$ cat config.mk
export PLATFORM = sky130hd
export DESIGN_NAME = line_angle_leader_clustering_unit_flat
export DESIGN_NICKNAME = d
export VERILOG_FILES = /design/src/rtl/lac_pkg.sv /design/src/rtl/lac_if.sv /design/src/rtl/line_angle_leader_clustering_unit.sv /design/src/rtl/lac_fold.sv /design/src/rtl/lac_match.sv /design/src/rtl/lac_store.sv /design/src/flat_wrapper.sv
export SDC_FILE = /design/constraint.sdc
export NUM_CORES = 1
export LEC_CHECK = 0
export BUFFER_PORTS_ARGS = -buffer_cell sky130_fd_sc_hd__buf_2
export CAP_MARGIN = 20
export CORE_UTILIZATION = 40
export CTS_CLUSTER_SIZE = 25
export DETAILED_ROUTE_END_ITERATION = 10
export HOLD_SLACK_MARGIN = 0.12
export PLACE_DENSITY_LB_ADDON = 0.25
export SYNTH_ARGS = -nofsm -noshare
export SYNTH_HDL_FRONTEND = slang
export SYNTH_SLANG_ARGS = --single-unit
$ cat constraint.sdc
create_clock -name i_clk -period 8.8 [get_ports i_clk]
set_input_delay 0.88 -clock i_clk [delete_from_list [all_inputs] [get_ports i_clk]]
set_output_delay 0.88 -clock i_clk [all_outputs]
set_load 0.02 [all_outputs]
$ cat src/rtl/lac_pkg.sv
package lac_pkg;

    // field widths
    localparam int RAD_W   = 16;
    localparam int ANGLE_W = 14;
    localparam int IDX_W   = 4;
    localparam int CNT_W   = 5;
    localparam int CIDX_W  = 2;

    // datapath widths
    localparam int PROD_W  = 36;
    localparam int FOLD_W  = 17;
    localparam int DIST_W  = 17;
    localparam int ABS_W   = 16;

    // radians Q2.13 to 1/64 degree: round(2^20 * 180 * 64 / (8192 * pi))
    localparam logic signed [19:0] DEG_MULT   = 20'sd469367;
    localparam logic signed [PROD_W-1:0] ROUND_BIAS = 36'sd524288;

    // half turn in 1/64 degree units and its multiples for the fold
    localparam logic [FOLD_W-1:0] SPAN_1 = 17'd11520;
    localparam logic [FOLD_W-1:0] SPAN_2 = 17'd23040;
    localparam logic [FOLD_W-1:0] SPAN_3 = 17'd34560;

    // configuration register indexes
    localparam logic [CIDX_W-1:0] REG_NEAR   = 2'd0;
    localparam logic [CIDX_W-1:0] REG_FAR    = 2'd1;
    localparam logic [CIDX_W-1:0] REG_OFFSET = 2'd2;

    // configuration reset values (80, 170 and 5 degrees)
    localparam logic [ANGLE_W-1:0] NEAR_RST   = 14'd5120;
    localparam logic [ANGLE_W-1:0] FAR_RST    = 14'd10880;
    localparam logic [ANGLE_W-1:0] OFFSET_RST = 14'd320;

    typedef struct packed {
        logic [ANGLE_W-1:0] near_thr;
        logic [ANGLE_W-1:0] far_thr;
        logic [ANGLE_W-1:0] offset;
    } t_cfg;

    typedef enum logic [2:0] {
        S_IDLE,
        S_CONV,
        S_LOAD,
        S_SCAN,
        S_DONE
    } t_state;

endpackage

$ cat src/rtl/lac_if.sv
interface lac_in_if import lac_pkg::*; ();
    logic                      valid;
    logic                      ready;
    logic signed [RAD_W-1:0]   angle_rad;
    logic                      first_of_set;

    modport source (output valid, output angle_rad, output first_of_set, input ready);
    modport sink   (input valid, input angle_rad, input first_of_set, output ready);
endinterface

interface lac_out_if import lac_pkg::*; ();
    logic                 valid;
    logic                 ready;
    logic [IDX_W-1:0]     group_index;
    logic                 new_group;
    logic                 table_full;
    logic [CNT_W-1:0]     group_count;
    logic [ANGLE_W-1:0]   angle_deg;

    modport source (output valid, output group_index, output new_group, output table_full,
                    output group_count, output angle_deg, input ready);
    modport sink   (input valid, input group_index, input new_group, input table_full,
                    input group_count, input angle_deg, output ready);
endinterface

interface lac_cfg_if import lac_pkg::*; ();
    logic                 valid;
    logic                 ready;
    logic [CIDX_W-1:0]    index;
    logic [ANGLE_W-1:0]   data;

    modport source (output valid, output index, output data, input ready);
    modport sink   (input valid, input index, input data, output ready);
endinterface

$ cat src/rtl/line_angle_leader_clustering_unit.sv
// Leader clustering of line angles.
// i_in carries one line per item: angle_rad (signed Q2.13 radians) and
// first_of_set, which clears the group table and seeds group 0. o_out returns
// one item per input: group_index, new_group, table_full, group_count and the
// folded angle_deg (1/64 degree, 0 to below 180 degrees).
// i_cfg writes near_threshold (index 0), far_threshold (1) and centre_offset
// (2); it is always ready. It is to be written only while the block is idle;
// the block itself does not enforce this. An item passes from acceptance to
// its result in the output register through the multiply and fold unit
// (product and fold registers), a read setup, one compare per centre until a
// match or the last centre in the single distance compare unit fed by the
// centre memory (separate write and registered read ports), and the load of
// the output register. i_in is ready only in the idle state, so one item is
// in work at a time. A new item is taken while the previous result still waits
// in the output register; if the receiver stalls, the next result waits in the
// sequencer until the register frees. Reset empties the table, restores the
// register defaults and drops any pending result; no clearing pass is needed.
module line_angle_leader_clustering_unit import lac_pkg::*; #(
    parameter int MAX_GROUPS = 16
) (
    input  logic          i_clk,
    input  logic          i_rst_n,
    lac_in_if.sink        i_in,
    lac_out_if.source     o_out,
    lac_cfg_if.sink       i_cfg
);

    localparam int IW = $clog2(MAX_GROUPS);
    localparam int CW = $clog2(MAX_GROUPS + 1);

    t_state             r_state;
    t_state             n_state;
    t_cfg               r_cfg;
    logic               r_first;
    logic [ANGLE_W-1:0] r_angle;
    logic [CW-1:0]      r_held;
    logic [CW-1:0]      n_held;
    logic [IW-1:0]      r_idx;
    logic [IW-1:0]      n_idx;
    logic [IW-1:0]      r_res_idx;
    logic [IW-1:0]      n_res_idx;
    logic               r_fresh;
    logic               n_fresh;
    logic               r_full;
    logic               n_full;

    logic               r_out_vld;
    logic [IDX_W-1:0]   r_out_idx;
    logic               r_out_new;
    logic               r_out_full;
    logic [CW-1:0]      r_out_cnt;
    logic [ANGLE_W-1:0] r_out_angle;

    logic               w_in_acc;
    logic               w_out_free;
    logic               w_fold_done;
    logic [ANGLE_W-1:0] w_fold_angle;
    logic               w_we;
    logic [IW-1:0]      w_waddr;
    logic [ANGLE_W-1:0] w_wdata;
    logic [IW-1:0]      w_raddr;
    logic [ANGLE_W-1:0] w_rdata;
    logic               w_match;
    logic               w_last;
    logic               w_room;

    assign w_in_acc   = i_in.valid && i_in.ready;
    assign w_out_free = !r_out_vld || o_out.ready;
    assign w_last     = (CW'(r_idx) + CW'(1)) == r_held;
    assign w_room     = r_held < CW'(MAX_GROUPS);

    // angle conversion unit
    lac_fold u_fold (
        .i_clk       (i_clk),
        .i_rst_n     (i_rst_n),
        .i_start     (w_in_acc),
        .i_angle_rad (i_in.angle_rad),
        .o_done      (w_fold_done),
        .o_angle_deg (w_fold_angle)
    );

    // centre memory
    lac_store #(
        .DEPTH (MAX_GROUPS),
        .AW    (IW)
    ) u_store (
        .i_clk   (i_clk),
        .i_we    (w_we),
        .i_waddr (w_waddr),
        .i_wdata (w_wdata),
        .i_raddr (w_raddr),
        .o_rdata (w_rdata)
    );

    // shared distance compare unit
    lac_match u_match (
        .i_cfg    (r_cfg),
        .i_centre (w_rdata),
        .i_angle  (r_angle),
        .o_match  (w_match)
    );

    // next state
    always_comb begin
        n_state = r_state;
        case (r_state)
            S_IDLE: begin
                if (w_in_acc) begin
                    n_state = S_CONV;
                end
            end
            S_CONV: begin
                if (w_fold_done) begin
                    n_state = S_LOAD;
                end
            end
            S_LOAD: begin
                if (r_held == '0) begin
                    n_state = S_DONE;
                end else begin
                    n_state = S_SCAN;
                end
            end
            S_SCAN: begin
                if (w_match || w_last) begin
                    n_state = S_DONE;
                end
            end
            S_DONE: begin
                if (w_out_free) begin
                    n_state = S_IDLE;
                end
            end
            default: begin
                n_state = S_IDLE;
            end
        endcase
    end

    // datapath control per state
    always_comb begin
        n_held    = r_held;
        n_idx     = r_idx;
        n_res_idx = r_res_idx;
        n_fresh   = r_fresh;
        n_full    = r_full;
        w_we      = 1'b0;
        w_waddr   = '0;
        w_wdata   = r_angle;
        w_raddr   = '0;
        case (r_state)
            S_CONV: begin
                // first of set seeds group 0
                w_wdata = w_fold_angle;
                if (w_fold_done && r_first) begin
                    w_we   = 1'b1;
                    n_held = CW'(1);
                end
            end
            S_LOAD: begin
                n_idx = '0;
                if (r_held == '0) begin
                    // empty table: found group 0
                    w_we      = 1'b1;
                    n_held    = CW'(1);
                    n_res_idx = '0;
                    n_fresh   = 1'b1;
                    n_full    = 1'b0;
                end
            end
            S_SCAN: begin
                w_raddr = r_idx + IW'(1);
                if (w_match) begin
                    n_res_idx = r_idx;
                    n_fresh   = r_first && (r_idx == '0);
                    n_full    = 1'b0;
                end else if (w_last) begin
                    if (w_room) begin
                        // append a new centre
                        w_we      = 1'b1;
                        w_waddr   = r_held[IW-1:0];
                        n_held    = r_held + CW'(1);
                        n_res_idx = r_held[IW-1:0];
                        n_fresh   = 1'b1;
                        n_full    = 1'b0;
                    end else begin
                        n_res_idx = '0;
                        n_fresh   = 1'b0;
                        n_full    = 1'b1;
                    end
                end else begin
                    n_idx = r_idx + IW'(1);
                end
            end
            default: begin
            end
        endcase
    end

    // sequencer and count registers
    always_ff @(posedge i_clk) begin
        if (!i_rst_n) begin
            r_state <= S_IDLE;
            r_held  <= '0;
        end else begin
            r_state <= n_state;
            r_held  <= n_held;
        end
    end

    // item working registers
    always_ff @(posedge i_clk) begin
        r_idx     <= n_idx;
        r_res_idx <= n_res_idx;
        r_fresh   <= n_fresh;
        r_full    <= n_full;
        if (w_in_acc) begin
            r_first <= i_in.first_of_set;
        end
        if (r_state == S_CONV && w_fold_done) begin
            r_angle <= w_fold_angle;
        end
    end

    // configuration registers
    always_ff @(posedge i_clk) begin
        if (!i_rst_n) begin
            r_cfg.near_thr <= NEAR_RST;
            r_cfg.far_thr  <= FAR_RST;
            r_cfg.offset   <= OFFSET_RST;
        end else if (i_cfg.valid && i_cfg.ready) begin
            case (i_cfg.index)
                REG_NEAR:   r_cfg.near_thr <= i_cfg.data;
                REG_FAR:    r_cfg.far_thr  <= i_cfg.data;
                REG_OFFSET: r_cfg.offset   <= i_cfg.data;
                default: begin
                end
            endcase
        end
    end

    // output register valid
    always_ff @(posedge i_clk) begin
        if (!i_rst_n) begin
            r_out_vld <= 1'b0;
        end else if (r_state == S_DONE && w_out_free) begin
            r_out_vld <= 1'b1;
        end else if (o_out.ready) begin
            r_out_vld <= 1'b0;
        end
    end

    // output register payload
    always_ff @(posedge i_clk) begin
        if (r_state == S_DONE && w_out_free) begin
            r_out_idx   <= IDX_W'(r_res_idx);
            r_out_new   <= r_fresh;
            r_out_full  <= r_full;
            r_out_cnt   <= r_held;
            r_out_angle <= r_angle;
        end
    end

    assign i_in.ready        = (r_state == S_IDLE);
    assign i_cfg.ready       = 1'b1;
    assign o_out.valid       = r_out_vld;
    assign o_out.group_index = r_out_idx;
    assign o_out.new_group   = r_out_new;
    assign o_out.table_full  = r_out_full;
    assign o_out.group_count = CNT_W'(r_out_cnt);
    assign o_out.angle_deg   = r_out_angle;

endmodule

$ cat src/rtl/lac_fold.sv
module lac_fold import lac_pkg::*; (
    input  logic                      i_clk,
    input  logic                      i_rst_n,
    input  logic                      i_start,
    input  logic signed [RAD_W-1:0]   i_angle_rad,
    output logic                      o_done,
    output logic [ANGLE_W-1:0]        o_angle_deg
);

    logic signed [PROD_W-1:0] w_prod;
    logic signed [PROD_W-1:0] r_prod;
    logic signed [PROD_W-1:0] w_round;
    logic signed [RAD_W-1:0]  w_deg;
    logic [FOLD_W-1:0]        w_pos;
    logic [FOLD_W-1:0]        w_mod;
    logic [ANGLE_W-1:0]       r_angle;
    logic                     r_prod_vld;
    logic                     r_done;

    // scale radians to 1/64 degree
    assign w_prod = PROD_W'(i_angle_rad) * PROD_W'(DEG_MULT);

    // round half up, floor shift, then bias positive by two half turns
    assign w_round = r_prod + ROUND_BIAS;
    assign w_deg   = w_round[PROD_W-1:20];
    assign w_pos   = FOLD_W'(w_deg) + SPAN_2;

    // modulo one half turn, value stays below four spans
    always_comb begin
        if (w_pos < SPAN_1) begin
            w_mod = w_pos;
        end else if (w_pos < SPAN_2) begin
            w_mod = w_pos - SPAN_1;
        end else if (w_pos < SPAN_3) begin
            w_mod = w_pos - SPAN_2;
        end else begin
            w_mod = w_pos - SPAN_3;
        end
    end

    // payload registers
    always_ff @(posedge i_clk) begin
        r_prod  <= w_prod;
        r_angle <= w_mod[ANGLE_W-1:0];
    end

    // stage valids
    always_ff @(posedge i_clk) begin
        if (!i_rst_n) begin
            r_prod_vld <= 1'b0;
            r_done     <= 1'b0;
        end else begin
            r_prod_vld <= i_start;
            r_done     <= r_prod_vld;
        end
    end

    assign o_done      = r_done;
    assign o_angle_deg = r_angle;

endmodule

$ cat src/rtl/lac_match.sv
module lac_match import lac_pkg::*; (
    input  t_cfg                 i_cfg,
    input  logic [ANGLE_W-1:0]   i_centre,
    input  logic [ANGLE_W-1:0]   i_angle,
    output logic                 o_match
);

    logic signed [DIST_W-1:0] w_d1;
    logic signed [DIST_W-1:0] w_d2;
    logic [ABS_W-1:0]         w_a1;
    logic [ABS_W-1:0]         w_a2;
    logic [ABS_W-1:0]         w_min;

    // gaps to the centre shifted up and down by the offset
    assign w_d1 = $signed(DIST_W'(i_centre)) + $signed(DIST_W'(i_cfg.offset))
                - $signed(DIST_W'(i_angle));
    assign w_d2 = $signed(DIST_W'(i_centre)) - $signed(DIST_W'(i_cfg.offset))
                - $signed(DIST_W'(i_angle));

    assign w_a1 = w_d1[DIST_W-1] ? ABS_W'(-w_d1) : ABS_W'(w_d1);
    assign w_a2 = w_d2[DIST_W-1] ? ABS_W'(-w_d2) : ABS_W'(w_d2);
    assign w_min = (w_a1 < w_a2) ? w_a1 : w_a2;

    // near match or wrap-around match
    assign o_match = (w_min <= ABS_W'(i_cfg.near_thr)) || (w_min >= ABS_W'(i_cfg.far_thr));

endmodule

$ cat src/rtl/lac_store.sv
module lac_store import lac_pkg::*; #(
    parameter int DEPTH = 16,
    parameter int AW    = 4
) (
    input  logic                 i_clk,
    input  logic                 i_we,
    input  logic [AW-1:0]        i_waddr,
    input  logic [ANGLE_W-1:0]   i_wdata,
    input  logic [AW-1:0]        i_raddr,
    output logic [ANGLE_W-1:0]   o_rdata
);

    logic [ANGLE_W-1:0] r_mem [DEPTH];
    logic [ANGLE_W-1:0] r_rdata;

    // write port
    always_ff @(posedge i_clk) begin
        if (i_we) begin
            r_mem[i_waddr] <= i_wdata;
        end
    end

    // registered read port
    always_ff @(posedge i_clk) begin
        r_rdata <= r_mem[i_raddr];
    end

    assign o_rdata = r_rdata;

endmodule
$ cat src/flat_wrapper.sv
// flat-port wrapper written by rule: the top's interface ports become plain ports
module line_angle_leader_clustering_unit_flat import lac_pkg::*;
#(
    parameter int MAX_GROUPS = 16
)
  (i_clk, i_rst_n, i_in_valid, i_in_angle_rad, i_in_first_of_set, i_in_ready, o_out_valid, o_out_group_index, o_out_new_group, o_out_table_full, o_out_group_count, o_out_angle_deg, o_out_ready, i_cfg_valid, i_cfg_index, i_cfg_data, i_cfg_ready);
  lac_in_if i_in_i ();
  lac_out_if o_out_i ();
  lac_cfg_if i_cfg_i ();
  input  logic i_clk;
  input  logic i_rst_n;
  input wire logic [$bits(i_in_i.valid)-1:0] i_in_valid;
  input wire logic [$bits(i_in_i.angle_rad)-1:0] i_in_angle_rad;
  input wire logic [$bits(i_in_i.first_of_set)-1:0] i_in_first_of_set;
  output wire logic [$bits(i_in_i.ready)-1:0] i_in_ready;
  output wire logic [$bits(o_out_i.valid)-1:0] o_out_valid;
  output wire logic [$bits(o_out_i.group_index)-1:0] o_out_group_index;
  output wire logic [$bits(o_out_i.new_group)-1:0] o_out_new_group;
  output wire logic [$bits(o_out_i.table_full)-1:0] o_out_table_full;
  output wire logic [$bits(o_out_i.group_count)-1:0] o_out_group_count;
  output wire logic [$bits(o_out_i.angle_deg)-1:0] o_out_angle_deg;
  input wire logic [$bits(o_out_i.ready)-1:0] o_out_ready;
  input wire logic [$bits(i_cfg_i.valid)-1:0] i_cfg_valid;
  input wire logic [$bits(i_cfg_i.index)-1:0] i_cfg_index;
  input wire logic [$bits(i_cfg_i.data)-1:0] i_cfg_data;
  output wire logic [$bits(i_cfg_i.ready)-1:0] i_cfg_ready;
  assign i_in_i.valid = i_in_valid;
  assign i_in_i.angle_rad = i_in_angle_rad;
  assign i_in_i.first_of_set = i_in_first_of_set;
  assign i_in_ready = i_in_i.ready;
  assign o_out_valid = o_out_i.valid;
  assign o_out_group_index = o_out_i.group_index;
  assign o_out_new_group = o_out_i.new_group;
  assign o_out_table_full = o_out_i.table_full;
  assign o_out_group_count = o_out_i.group_count;
  assign o_out_angle_deg = o_out_i.angle_deg;
  assign o_out_i.ready = o_out_ready;
  assign i_cfg_i.valid = i_cfg_valid;
  assign i_cfg_i.index = i_cfg_index;
  assign i_cfg_i.data = i_cfg_data;
  assign i_cfg_ready = i_cfg_i.ready;
  line_angle_leader_clustering_unit #(.MAX_GROUPS(MAX_GROUPS)) u_core (.i_clk(i_clk), .i_rst_n(i_rst_n), .i_in(i_in_i), .o_out(o_out_i), .i_cfg(i_cfg_i));
endmodule
==> results of run 1 <==
## power by group
part           total [mW]  internal (mW)  switching [mW]
Combinational        3.41           1.43            1.98
Clock                1.70           1.01           0.692
Sequential           2.12           2.05          0.0735
Total                7.23           4.49            2.74
## flip-flops by register name (all words and copies together) (netlist names), 5 cells and up
register / count
u_core.u_fold.o_angle_deg: 14
u_core.r_held: 5
u_core.o_out.angle_deg: 14
u_core.r_cfg: 42
u_core.u_fold.r_prod: 17
u_core.o_out.group_count: 5
u_core.r_angle: 14
u_core.u_store.o_rdata: 14
u_core.u_store.r_mem: 224
## final cells by class
cell class / instances / area, µm² / area share
Tap cell: 837 / 1050 / 0.0373
Clock inverter: 15 / 219 / 0.00780
Clock buffer: 57 / 1110 / 0.0397
Antenna cell: 2 / 5.00 / 0.000178
Timing Repair Buffer: 115 / 732 / 0.0261
Multi-Input combinational cell: 1544 / 13700 / 0.488
Inverter: 286 / 1070 / 0.0382
Sequential cell: 372 / 10200 / 0.363
## per-layer routing
layer	track usage	wire (µm)	vias up
li1	-	-	8283
met4	0.0691	2030	0
met2	0.351	31400	451
met1	0.258	27400	8449
met3	0.0217	2840	100
met5	0	0	-
## worst max-delay path by stage
stage                         startpoint                           to  slack [ns]  cells past startpoint
2_1_floorplan            u_core.r_cfg[1]   u_core.u_store.r_mem[1][0]       -0.25                     44
3_3_place_gp             u_core.r_cfg[2]   u_core.u_store.r_mem[7][8]       -0.04                     40
4_1_cts                  u_core.r_cfg[1]   u_core.u_store.r_mem[7][3]         0.1                     42
5_1_grt        u_core.u_store.o_rdata[0]  u_core.u_store.r_mem[1][10]       -0.03                     42
6_report       u_core.u_store.o_rdata[0]  u_core.u_store.r_mem[1][10]        0.38                     42
3_5_place_dp             u_core.r_cfg[2]   u_core.u_store.r_mem[7][8]       -0.17                     41
## logic make-up (layout without fill, tap and decap cells)
kind of cell             after synthesis  count (layout)  share of synthesized area
buffers and inverters                367             473                     0.0569
adder cells (fa/ha/maj)              378             378                      0.227
AND/OR/NAND/NOR                      483             483                     0.0986
multiplexers                          74              74                     0.0381
other                                  2               4                   0.000300
flip-flops                           372             372                      0.407
XOR/XNOR                              92              92                     0.0331
AO/OA/AOI/OAI                        515             515                      0.138
## worst max-delay path, delay by kind of cell, from the launching register on
kind	cells	cell delay [ns]
AO/OA/AOI/OAI	20	3.78
buffers and inverters	4	0.64
flip-flops	1	0.31
adder cells (fa/ha/maj)	5	1.42
AND/OR/NAND/NOR	11	1.71
XOR/XNOR	2	0.27
## stage by stage
| step | setup TNS (ns) | power (mW) | worst slack, ns |
|---|---|---|---|
| after global placement | -1.66 | 5.44 | -0.0383 |
| after global routing | -0.417 | 7.83 | -0.0345 |
| after detailed placement | -16.82 | 5.51 | -0.170 |
| final | 0 | 7.23 | 0.383 |
| after floorplan | -11.69 | 4.68 | -0.249 |
| after CTS | 0 | 7.24 | 0.0994 |
## cells in the final DEF (no fill, tap or decap), types with 12 or more instances in the layout
cell       count
a211oi_1      13
a21boi_0      22
a21o_1        41
a21oi_1      153
and3_1        29
buf_2         64
buf_4         43
clkbuf_1      12
clkbuf_16     40
dfxtp_1       98
edfxtp_1     274
fa_1         126
ha_1         248
inv_1        283
mux2_2        30
mux2i_1       30
mux4_2        14
nand2_1      171
nand2b_1      18
nand3_1       21
nand4_1       15
nor2_1        99
nor2b_1       17
nor3_1        19
o211ai_1      22
o21a_1        22
o21ai_0       71
o21ai_2       17
o221ai_1      30
o22ai_1       21
xnor2_1       56
xor2_1        32
## repair_timing
action / in CTS / in global routing
setup buffers: 1 / 9
gates cloned: 0 / 2
pin swaps: 0 / 19
setup endpoints to repair: 234 / 248
gates resized for setup: 5 / 47
==> metrics.csv, run 1 <==
stage,metric,value,unit
run_status,status,"complete, no violations",
route,via count,17300,
synth,most frequent cell after synthesis,inv_1,
synth,ys async rst share,0,
route,Routed Antenna Nets,0,
sta,final hold violation count,0,
global_routing,first-pass GRT wire length,98800,µm
synth,number of synthesized flops with an enable pin,274,
synth,synthesized area,0.0250,mm²
clock_tree,CTS sink cnt,372,
route,via density per instance,5.35,
finish,"non-filler cells, final",3228,
clock_tree,CTS tree,yes,
worst_hold_path,hold depth,0,
finish,share of cells above drive strength 1,0.132,
synth,Post-Syn Nets,2699,
sta,crit path time final,8.42,ns
worst_setup_path,Crit path top cell by count,a21o_1,
route,Initial DRT Pass Iterations,5,
synth,syn_area_per_cell,11.0,µm²
clock_tree,clock buffer depth,3,
global_routing,grt ovf,0,
die,Core Rows,91,
die,total die area,0.0635,mm²
synth,"top cells by area, synth","edfxtp_1 33%, ha_1 13%, fa_1 10%",
sta,clk_skew,0.0227,ns
global_routing,initial antenna violation count,1,
worst_setup_path,Worst EP required,9.07,ns
synth,register bit total from synthesis,372,
synth,"Seq/Total Area, Yosys",0.407,
sta,f_max,119,MHz
die,# IOs,66,
placed_design,PortBufs,64,
synth,post-synth top area cell,edfxtp_1,
finish,fin nets,2774,
clock_tree,Clock Latency Late Sink,0.56,ns
sta,Max Slew Vio Count,0,
clock_tree,H-tree depth,2,
clock_tree,TritonCTS buffer count,39,
synth,ys flop type,edfxtp_1,
route,DRC viols,0,
die,Die Y,252,µm
synth,share of Yosys cell area claimed by the top area cell type,0.329,
clock_tree,clock root buffer,clkbuf_16,
placed_design,placed cells,3141,
clock_tree,"CTS clk-pin slew, worst paths",0.06,ns
route,Routed Wire Length,63600,µm
synth,commonest cells in the netlist,"284 x inv_1, 274 x edfxtp_1, 251 x ha_1",
sta,Least-Margin Pin Slew,1.12,ns
placed_design,placed cell area,0.0264,mm²
finish,area delta synth->final,12.2,%
worst_hold_path,HP Start,u_core.r_full,
worst_setup_path,WP data arrival,8.69,ns
synth,library cells used by synthesis,104,
worst_setup_path,"Slowest-stage cell, CP",o41a_1,
die,Initial Util,0.405,
finish,final-layout fill cell count,5775,
worst_setup_path,path depth of the worst reg2reg path,42,
worst_setup_path,crit end category,flip-flop,
worst_setup_path,r2r setup slk,0.38,ns
worst_setup_path,Startpoint Class,flip-flop,
power_and_ir_drop,VDD IR-drop max,0.000251,V
die,CORE AREA,0.0617,mm²
die,Die W,252,µm
sta,slew margin rel.,0.255,
power_and_ir_drop,PwrDens,258,mW/mm²
global_routing,largest net degree at the start of global routing,77,
route,initial DRC count,1161,
finish,fin area,0.0281,mm²
worst_setup_path,R2R Path End,u_core.u_store.r_mem[1][10],
sta,hold slack,0.427,ns
worst_setup_path,reg2reg start,u_core.u_store.o_rdata[0],
worst_hold_path,min-delay worst type,reg2reg,
sta,setup violators final,0,
placed_design,RePlAce Congestion,0.907,
route,Routed WL per cell,19.7,µm
synth,synth warn,0,
global_routing,vias in the first global route,17600,
sta,Final Cycle Share,0.956,
global_routing,Tot GR Track Use,0.201,
job,max-cap viol count,0,
worst_setup_path,crit-path max FO,24,
finish,Final Core Density,0.455,
worst_hold_path,Hold EP,u_core.o_out.table_full,
placed_design,dpl hpwl,47800,µm
synth,Syn Inst Count,2283,
worst_setup_path,max incr delay on CP,0.42,ns
worst_setup_path,WS Path Type,reg2reg,
clock_tree,hold_buf cts,0,
power_and_ir_drop,Leak Pwr,11.4,nW
Power figures use the tool's default switching activity.
==> run 2: changes to the inputs <==
==> constraint.sdc (replaced) <==
create_clock -name i_clk -period 9.4 [get_ports i_clk]
set_input_delay 0.94 -clock i_clk [delete_from_list [all_inputs] [get_ports i_clk]]
set_output_delay 0.94 -clock i_clk [all_outputs]
set_load 0.02 [all_outputs]
==> run 2 against run 1 <==
  * Sequential share of layout area grew 0.36 points
  * Setup slack gained 0.26 ns
  * Global-route usage grew 0.49 points
  * Cell count shrank 0.84%
  * Combinational power shrank 7.0%
  * Via count is essentially flat
  * Clock skew grew 0.0098 ns
  * Power shrank 5.5%
  * Sequential power shrank 6%
  * First-iteration DRC count is essentially flat
  * Register-to-register slack gained 0.26 ns
==> metrics.csv, run 2 (synthesized netlist as in run 1, its figures left out) <==
stage,metric,value,unit,change
run_status,status,"complete, no violations",,
worst_setup_path,Startpoint Class,flip-flop,,
finish,Final Core Density,0.450,,-0.00444
clock_tree,CTS sink cnt,372,,unchanged
clock_tree,H-tree depth,2,,unchanged
finish,share of cells above drive strength 1,0.120,,-0.0126
worst_setup_path,WS Path Type,reg2reg,,
global_routing,first-pass GRT wire length,100000,µm,+1.7%
sta,Least-Margin Pin Slew,1.11,ns,-0.00771 ns
finish,largest registers,"u_core.u_store.r_mem: 224 flops, u_core.r_cfg: 42 flops, u_core.u_fold.r_prod: 17 flops",,
sta,Final Cycle Share,0.932,,-0.0245
route,via count,17300,,+0.012%
finish,"non-filler cells, final",3201,,-0.84%
global_routing,grt ovf,0,,unchanged
die,Initial Util,0.405,,unchanged
route,Routed WL per cell,20.3,µm,+3.2%
global_routing,largest net degree at the start of global routing,72,,-6.5%
worst_setup_path,"Slowest-stage cell, CP",ha_1,,
placed_design,dpl hpwl,49600,µm,+3.9%
power_and_ir_drop,PwrDens,246,mW/mm²,-4.5%
worst_setup_path,reg2reg start,u_core.r_cfg[0],,
worst_setup_path,WP data arrival,9.04,ns,+0.35 ns
clock_tree,clock root buffer,clkbuf_16,,
sta,final hold violation count,0,,unchanged
finish,"commonest non-fill, non-tap cell in the layout",inv_1,,
finish,fin area,0.0278,mm²,-0.98%
sta,crit path time final,8.76,ns,+0.343 ns
power_and_ir_drop,VDD IR-drop max,0.000232,V,-7.4%
die,# IOs,66,,unchanged
finish,ANT cells,0,,-2
placed_design,placed cell area,0.0263,mm²,-0.34%
clock_tree,"CTS clk-pin slew, worst paths",0.07,ns,about the same
finish,max reg flops,224,,unchanged
placed_design,placed cells,3128,,-0.41%
worst_setup_path,crit end category,flip-flop,,
clock_tree,CTS tree,yes,,
die,total die area,0.0635,mm²,unchanged
die,CORE AREA,0.0617,mm²,unchanged
die,Die Y,252,µm,unchanged
worst_setup_path,crit path launch,u_core.r_cfg[0],,
finish,area delta synth->final,11.1,%,
finish,fin nets,2750,,-0.87%
route,initial DRC count,1160,,-0.086%
die,Die W,252,µm,unchanged
clock_tree,Clock Latency Late Sink,0.58,ns,+0.02 ns
route,via density per instance,5.40,,+0.86%
sta,f_max,114,MHz,-3.9%
placed_design,RePlAce Congestion,0.926,,+2.1%
finish,Top reg by flops,u_core.u_store.r_mem,,
sta,setup violators final,0,,unchanged
route,Routed Antenna Nets,0,,unchanged
die,Core Rows,91,,unchanged
global_routing,initial antenna violation count,1,,unchanged
worst_setup_path,max incr delay on CP,0.40,ns,-0.02 ns
sta,slew margin rel.,0.260,,+0.00514
route,Routed Wire Length,65100,µm,+2.4%
placed_design,PortBufs,64,,unchanged
sta,Max Slew Vio Count,0,,unchanged
worst_hold_path,min-delay worst type,reg2reg,,
sta,RSZ-0062 raised after global routing,false,,
job,max-cap viol count,0,,unchanged
sta,clk_skew,0.0325,ns,+0.00982 ns
power_and_ir_drop,Leak Pwr,11.3,nW,-1.2%
clock_tree,TritonCTS buffer count,40,,+2.6%
route,Initial DRT Pass Iterations,5,,unchanged
clock_tree,clock buffer depth,3,,unchanged
sta,TNS Setup,0,ns,unchanged
finish,final-layout fill cell count,5714,,-1.1%
worst_setup_path,Worst EP required,9.68,ns,+0.61 ns
global_routing,Tot GR Track Use,0.206,,+0.00488
worst_hold_path,HP Start,u_core.u_fold.o_angle_deg[11],,
worst_setup_path,crit-path max FO,20,,-17%
route,DRC viols,0,,unchanged
global_routing,vias in the first global route,17300,,-1.9%
finish,most frequent cells in the layout,"284 x inv_1, 274 x edfxtp_1, 249 x ha_1",,
==> run 2: cell types whose count changed in the layout (fill, tap and decap cells not counted), moves of 3 or more <==
| cell | previous run | this run |
|---|---|---|
| o21ai_0 | 71 | 77 |
| a21oi_1 | 153 | 159 |
| o21ai_2 | 17 | 14 |
| clkinv_1 | 3 | 7 |
| buf_6 | 6 | 3 |
| clkbuf_1 | 12 | 5 |
| and4_2 | 0 | 4 |
| clkbuf_8 | 6 | 2 |
| a21oi_2 | 8 | 3 |
| and3_2 | 1 | 4 |
| o21ai_1 | 10 | 7 |
| and4_1 | 8 | 4 |
| buf_4 | 43 | 22 |
==> run 2: where the power goes <==
group	internal [mW]	leakage [nW]	total [mW]	switching, mW
combinational	1.33	7.33	3.17	1.84
sequential	1.92	3.28	1.99	0.0707
clock	1.00	0.682	1.68	0.677
total	4.25	11.3	6.84	2.59
==> run 2: what timing repair did <==
item	4_1_cts	5_1_grt
endpoints found under the setup margin	0	234
endpoints found under the hold margin	0	0
resized for setup	0	16
hold buffers	0	0
setup buffers	0	0
==> run 2: area by class of cell <==
cell class,instances,area (µm²),share of cell area
Inverter,286,1070,0.0386
Tap cell,837,1050,0.0377
Timing Repair Buffer,90,534,0.0192
Clock inverter,23,308,0.0111
Clock buffer,49,1100,0.0395
Sequential cell,372,10200,0.367
Multi-Input combinational cell,1544,13500,0.487
==> run 2: path summary, 6_finish.rpt <==
check	to	slack, ns	depth (start not counted)
worst max-delay path	u_core.u_store.r_mem[7][12]	0.64	39
worst min-delay path	u_core.r_angle[11]	0.42	0
worst max register to register	u_core.u_store.r_mem[7][12]	0.64	39
worst min register to register	u_core.r_angle[11]	0.42	0
==> run 2: metal layers <==
| layer | vias to the layer above | share of wire | global-route usage |
|---|---|---|---|
| met1 | 8479 | 0.43 | 0.273 |
| met5 | - | 0 | 0 |
| met3 | 94 | 0.046 | 0.0218 |
| met4 | 0 | 0.025 | 0.0584 |
| met2 | 481 | 0.49 | 0.355 |
| li1 | 8231 | - | - |
==> run 2: critical path: cells and delay by family, from the launching register on <==
family          cells  cell delay [ns]
compound gates     20             3.84
buf+inv             3             0.76
fa+ha+maj           5             1.44
simple gates        9             1.55
xor+xnor            2             0.45
flops               1             0.36
==> run 2: stage by stage <==
stage	worst slack [ns]	power, mW	hold slack [ns]
5_1_grt	0.00511	7.37	0.428
3_3_place_gp	0.576	5.10	0.411
6_report	0.640	6.84	0.418
2_1_floorplan	0.351	4.38	0.400
3_5_place_dp	0.265	5.17	0.407
4_1_cts	0.252	6.88	0.417
==> run 3: changes to the inputs <==
--- a/config.mk
+++ b/config.mk
@@ -5,6 +5,7 @@
 export SDC_FILE = /design/constraint.sdc
 export NUM_CORES = 1
 export LEC_CHECK = 0
+export ABC_AREA = 1
 export BUFFER_PORTS_ARGS = -buffer_cell sky130_fd_sc_hd__buf_2
 export CAP_MARGIN = 20
 export CORE_UTILIZATION = 40
==> run 3 against run 2 <==
  * Fmax up 1.6%
  * Worst hold slack better by 0.0024 ns
  * Non-clock buffer count grew 11
  * Register-to-register slack gained 0.14 ns
  * Cell count grew 14%
  * Critical path type unchanged
  * Critical endpoint is now u_core.u_store.r_mem[4][3]
==> metrics.csv, run 3 <==
stage,metric,value,unit,change
run_status,status,"complete, no violations",,
clock_tree,CTS sink cnt,372,,unchanged
synth,Syn Inst Count,2693,,+18%
die,CORE AREA,0.0618,mm²,+0.18%
worst_setup_path,WP data arrival,8.86,ns,-0.18 ns
synth,commonest cells in the netlist,"447 x inv_1, 441 x nand2_1, 274 x edfxtp_1",,
synth,number of synthesized flops with an enable pin,274,,unchanged
route,Initial DRT Pass Iterations,5,,unchanged
clock_tree,"Setup Fix Bufs, Post-CTS",0,,unchanged
die,Die W,252,µm,about the same
worst_setup_path,Crit path top cell by count,nand2_1,,
worst_setup_path,crit end category,flip-flop,,
sta,Final Cycle Share,0.917,,-0.0147
placed_design,placed cell area,0.0265,mm²,+0.51%
worst_setup_path,R2R Path End,u_core.u_store.r_mem[4][3],,
synth,ys async rst share,0,,unchanged
placed_design,PortBufs,64,,unchanged
worst_setup_path,Worst EP required,9.64,ns,-0.04 ns
clock_tree,"CTS clk-pin slew, worst paths",0.06,ns,about the same
worst_setup_path,r2r setup slk,0.78,ns,+0.14 ns
sta,setup violators final,0,,unchanged
global_routing,Tot GR Track Use,0.207,,+0.00134
clock_tree,clock buffer depth,3,,unchanged
finish,max reg flops,224,,unchanged
sta,TNS Setup,0,ns,unchanged
synth,synth warn,0,,unchanged
worst_hold_path,hold depth,0,,unchanged
placed_design,dpl hpwl,51100,µm,+3.0%
clock_tree,clock root buffer,clkbuf_16,,
synth,ys flop type,edfxtp_1,,
clock_tree,Clock Latency Late Sink,0.56,ns,-0.02 ns
sta,RSZ-0062 raised after global routing,false,,
global_routing,initial antenna violation count,1,,unchanged
finish,area delta synth->final,11.2,%,about the same
worst_setup_path,Startpoint Class,flip-flop,,
sta,final hold violation count,0,,unchanged
worst_setup_path,reg2reg start,u_core.r_cfg[1],,
worst_setup_path,max incr delay on CP,0.47,ns,+0.07 ns
finish,fin area,0.0279,mm²,+0.22%
clock_tree,TritonCTS buffer count,39,,-2.5%
synth,library cells used by synthesis,61,,-41%
global_routing,grt ovf,0,,unchanged
sta,clk_skew,0.0249,ns,-0.00767 ns
placed_design,RePlAce Congestion,0.912,,-1.6%
synth,share of Yosys cell area claimed by the top area cell type,0.328,,-0.000608
route,Routed Wire Length,66100,µm,+1.4%
global_routing,vias in the first global route,18700,,+8.3%
clock_tree,H-tree depth,2,,unchanged
global_routing,first-pass GRT wire length,102000,µm,+1.8%
worst_hold_path,Hold EP,u_core.o_out.group_index[2],,
die,Core Rows,91,,unchanged
global_routing,largest net degree at the start of global routing,65,,-9.7%
die,total die area,0.0636,mm²,+0.18%
synth,Post-Syn Nets,3109,,+15%
die,Die Y,252,µm,about the same
sta,crit path time final,8.62,ns,-0.139 ns
die,# IOs,66,,unchanged
worst_hold_path,HP Start,u_core.r_res_idx[2],,
finish,fin nets,3192,,+16%
sta,Least-Margin Pin Slew,1.14,ns,+0.0268 ns
job,max-cap viol count,0,,unchanged
finish,most frequent cells in the layout,"447 x inv_1, 440 x nand2_1, 274 x edfxtp_1",,
worst_hold_path,min-delay worst type,reg2reg,,
placed_design,placed cells,3566,,+14%
sta,Max Slew Vio Count,0,,unchanged
sta,slew margin rel.,0.242,,-0.0179
finish,"commonest non-fill, non-tap cell in the layout",inv_1,,
finish,largest registers,"u_core.u_store.r_mem: 224 flops, u_core.r_cfg: 42 flops, u_core.u_fold.r_prod: 17 flops",,
worst_setup_path,path depth of the worst reg2reg path,49,,+26%
clock_tree,CTS tree,yes,,
finish,storage element area,0.0102,mm²,unchanged
sta,f_max,116,MHz,+1.6%
die,Initial Util,0.405,,about the same
finish,final-layout fill cell count,5901,,+3.3%
finish,multi-input logic area,0.0129,mm²,-4.6%
worst_setup_path,crit-path max FO,14,,-30%
route,via density per instance,5.09,,-5.8%
finish,share of cells above drive strength 1,0.0855,,-0.0342
worst_setup_path,"Slowest-stage cell, CP",o21ai_0,,
synth,most frequent cell after synthesis,inv_1,,
route,DRC viols,0,,unchanged
synth,syn_area_per_cell,9.30,µm²,-15%
synth,synthesized area,0.0251,mm²,+0.19%
sta,hold slack,0.420,ns,+0.00242 ns
synth,post-synth top area cell,edfxtp_1,,
synth,register bit total from synthesis,372,,unchanged
finish,ANT cells,0,,unchanged
finish,Top reg by flops,u_core.u_store.r_mem,,
route,via count,18500,,+7.3%
synth,"top cells by area, synth","edfxtp_1 33%, ha_1 13%, fa_1 10%",,
synth,"Seq/Total Area, Yosys",0.407,,-0.000753
finish,"non-filler cells, final",3644,,+14%
route,Routed Antenna Nets,0,,unchanged
route,initial DRC count,1397,,+20%
worst_setup_path,WS Path Type,reg2reg,,
route,Routed WL per cell,18.1,µm,-11%
run 3: cell types whose count changed in the layout (fill, tap and decap cells not counted), moves of 36 or more:
cell     delta
nand2_1   +270
o21ai_0    +96
nor2_1    +113
xnor2_1    -36
inv_1     +163
nand3_1   +101
run 3: kinds of logic (layout without fill, tap and decap cells):
family,Yosys count,count (layout),synth area share
adders and majority gates,378,378,0.227
xor gates and xnor gates,82,82,0.0296
buffers and inverters,522,636,0.0789
DFF,372,372,0.407
and+or+nand+nor,883,883,0.153
other,2,2,0.000300
AOI/OAI and AO/OA,454,454,0.105
run 3: repair_timing:
action,in CTS,in global routing
endpoints found under the setup margin,0,228
resized for setup,0,6
hold buffers,0,0
endpoints found under the hold margin,0,0
run 3: area by class of cell:
class	count	share of cell area
Tap cell	837	0.0376
Timing Repair inverter	3	0.000719
Sequential cell	372	0.366
Clock inverter	25	0.00984
Clock buffer	47	0.0365
Inverter	460	0.0623
Timing Repair Buffer	101	0.0232
Multi-Input combinational cell	1799	0.464
run 3: worst max path at each step:
stage                                       to  slack, ns             from  cells after the start
CTS                 u_core.u_store.r_mem[0][4]       0.51  u_core.r_cfg[1]                     52
finish              u_core.u_store.r_mem[4][3]       0.78  u_core.r_cfg[1]                     49
global placement    u_core.u_store.r_mem[3][9]       0.76  u_core.r_cfg[2]                     59
detailed placement  u_core.u_store.r_mem[4][7]       0.55  u_core.r_cfg[1]                     52
floorplan           u_core.u_store.r_mem[0][0]       1.60  u_core.r_cfg[2]                     55
global route        u_core.u_store.r_mem[5][8]       0.04  u_core.r_cfg[1]                     60
run 3: routing by layer:
metal,share of wire,global-route usage,up-vias
li1,-,-,9153
met1,0.44,0.263,8830
met4,0.026,0.0585,0
met3,0.041,0.0180,100
met5,0,0,-
met2,0.50,0.374,462
run 3: worst max-delay path, delay by kind of cell (launching register included):
kind | cells | cell delay [ns]
AO/OA/AOI/OAI | 14 | 3.20
AND/OR/NAND/NOR | 19 | 1.88
adder cells (fa/ha/maj) | 4 | 1.24
buffers and inverters | 10 | 1.23
flip-flops | 1 | 0.36
XOR/XNOR | 2 | 0.32
run 3: stage by stage:
stage | util | setup slack (ns)
after floorplan | - | 1.60
after detailed placement | 0.428 | 0.552
final | 0.451 | 0.779
after CTS | 0.449 | 0.515
after global routing | 0.451 | 0.0399
after global placement | 0.428 | 0.765
Power of run 3 is left out: the tool's default activity adds up to more than one toggle a clock period on the data nets, which glitch-free logic cannot reach.
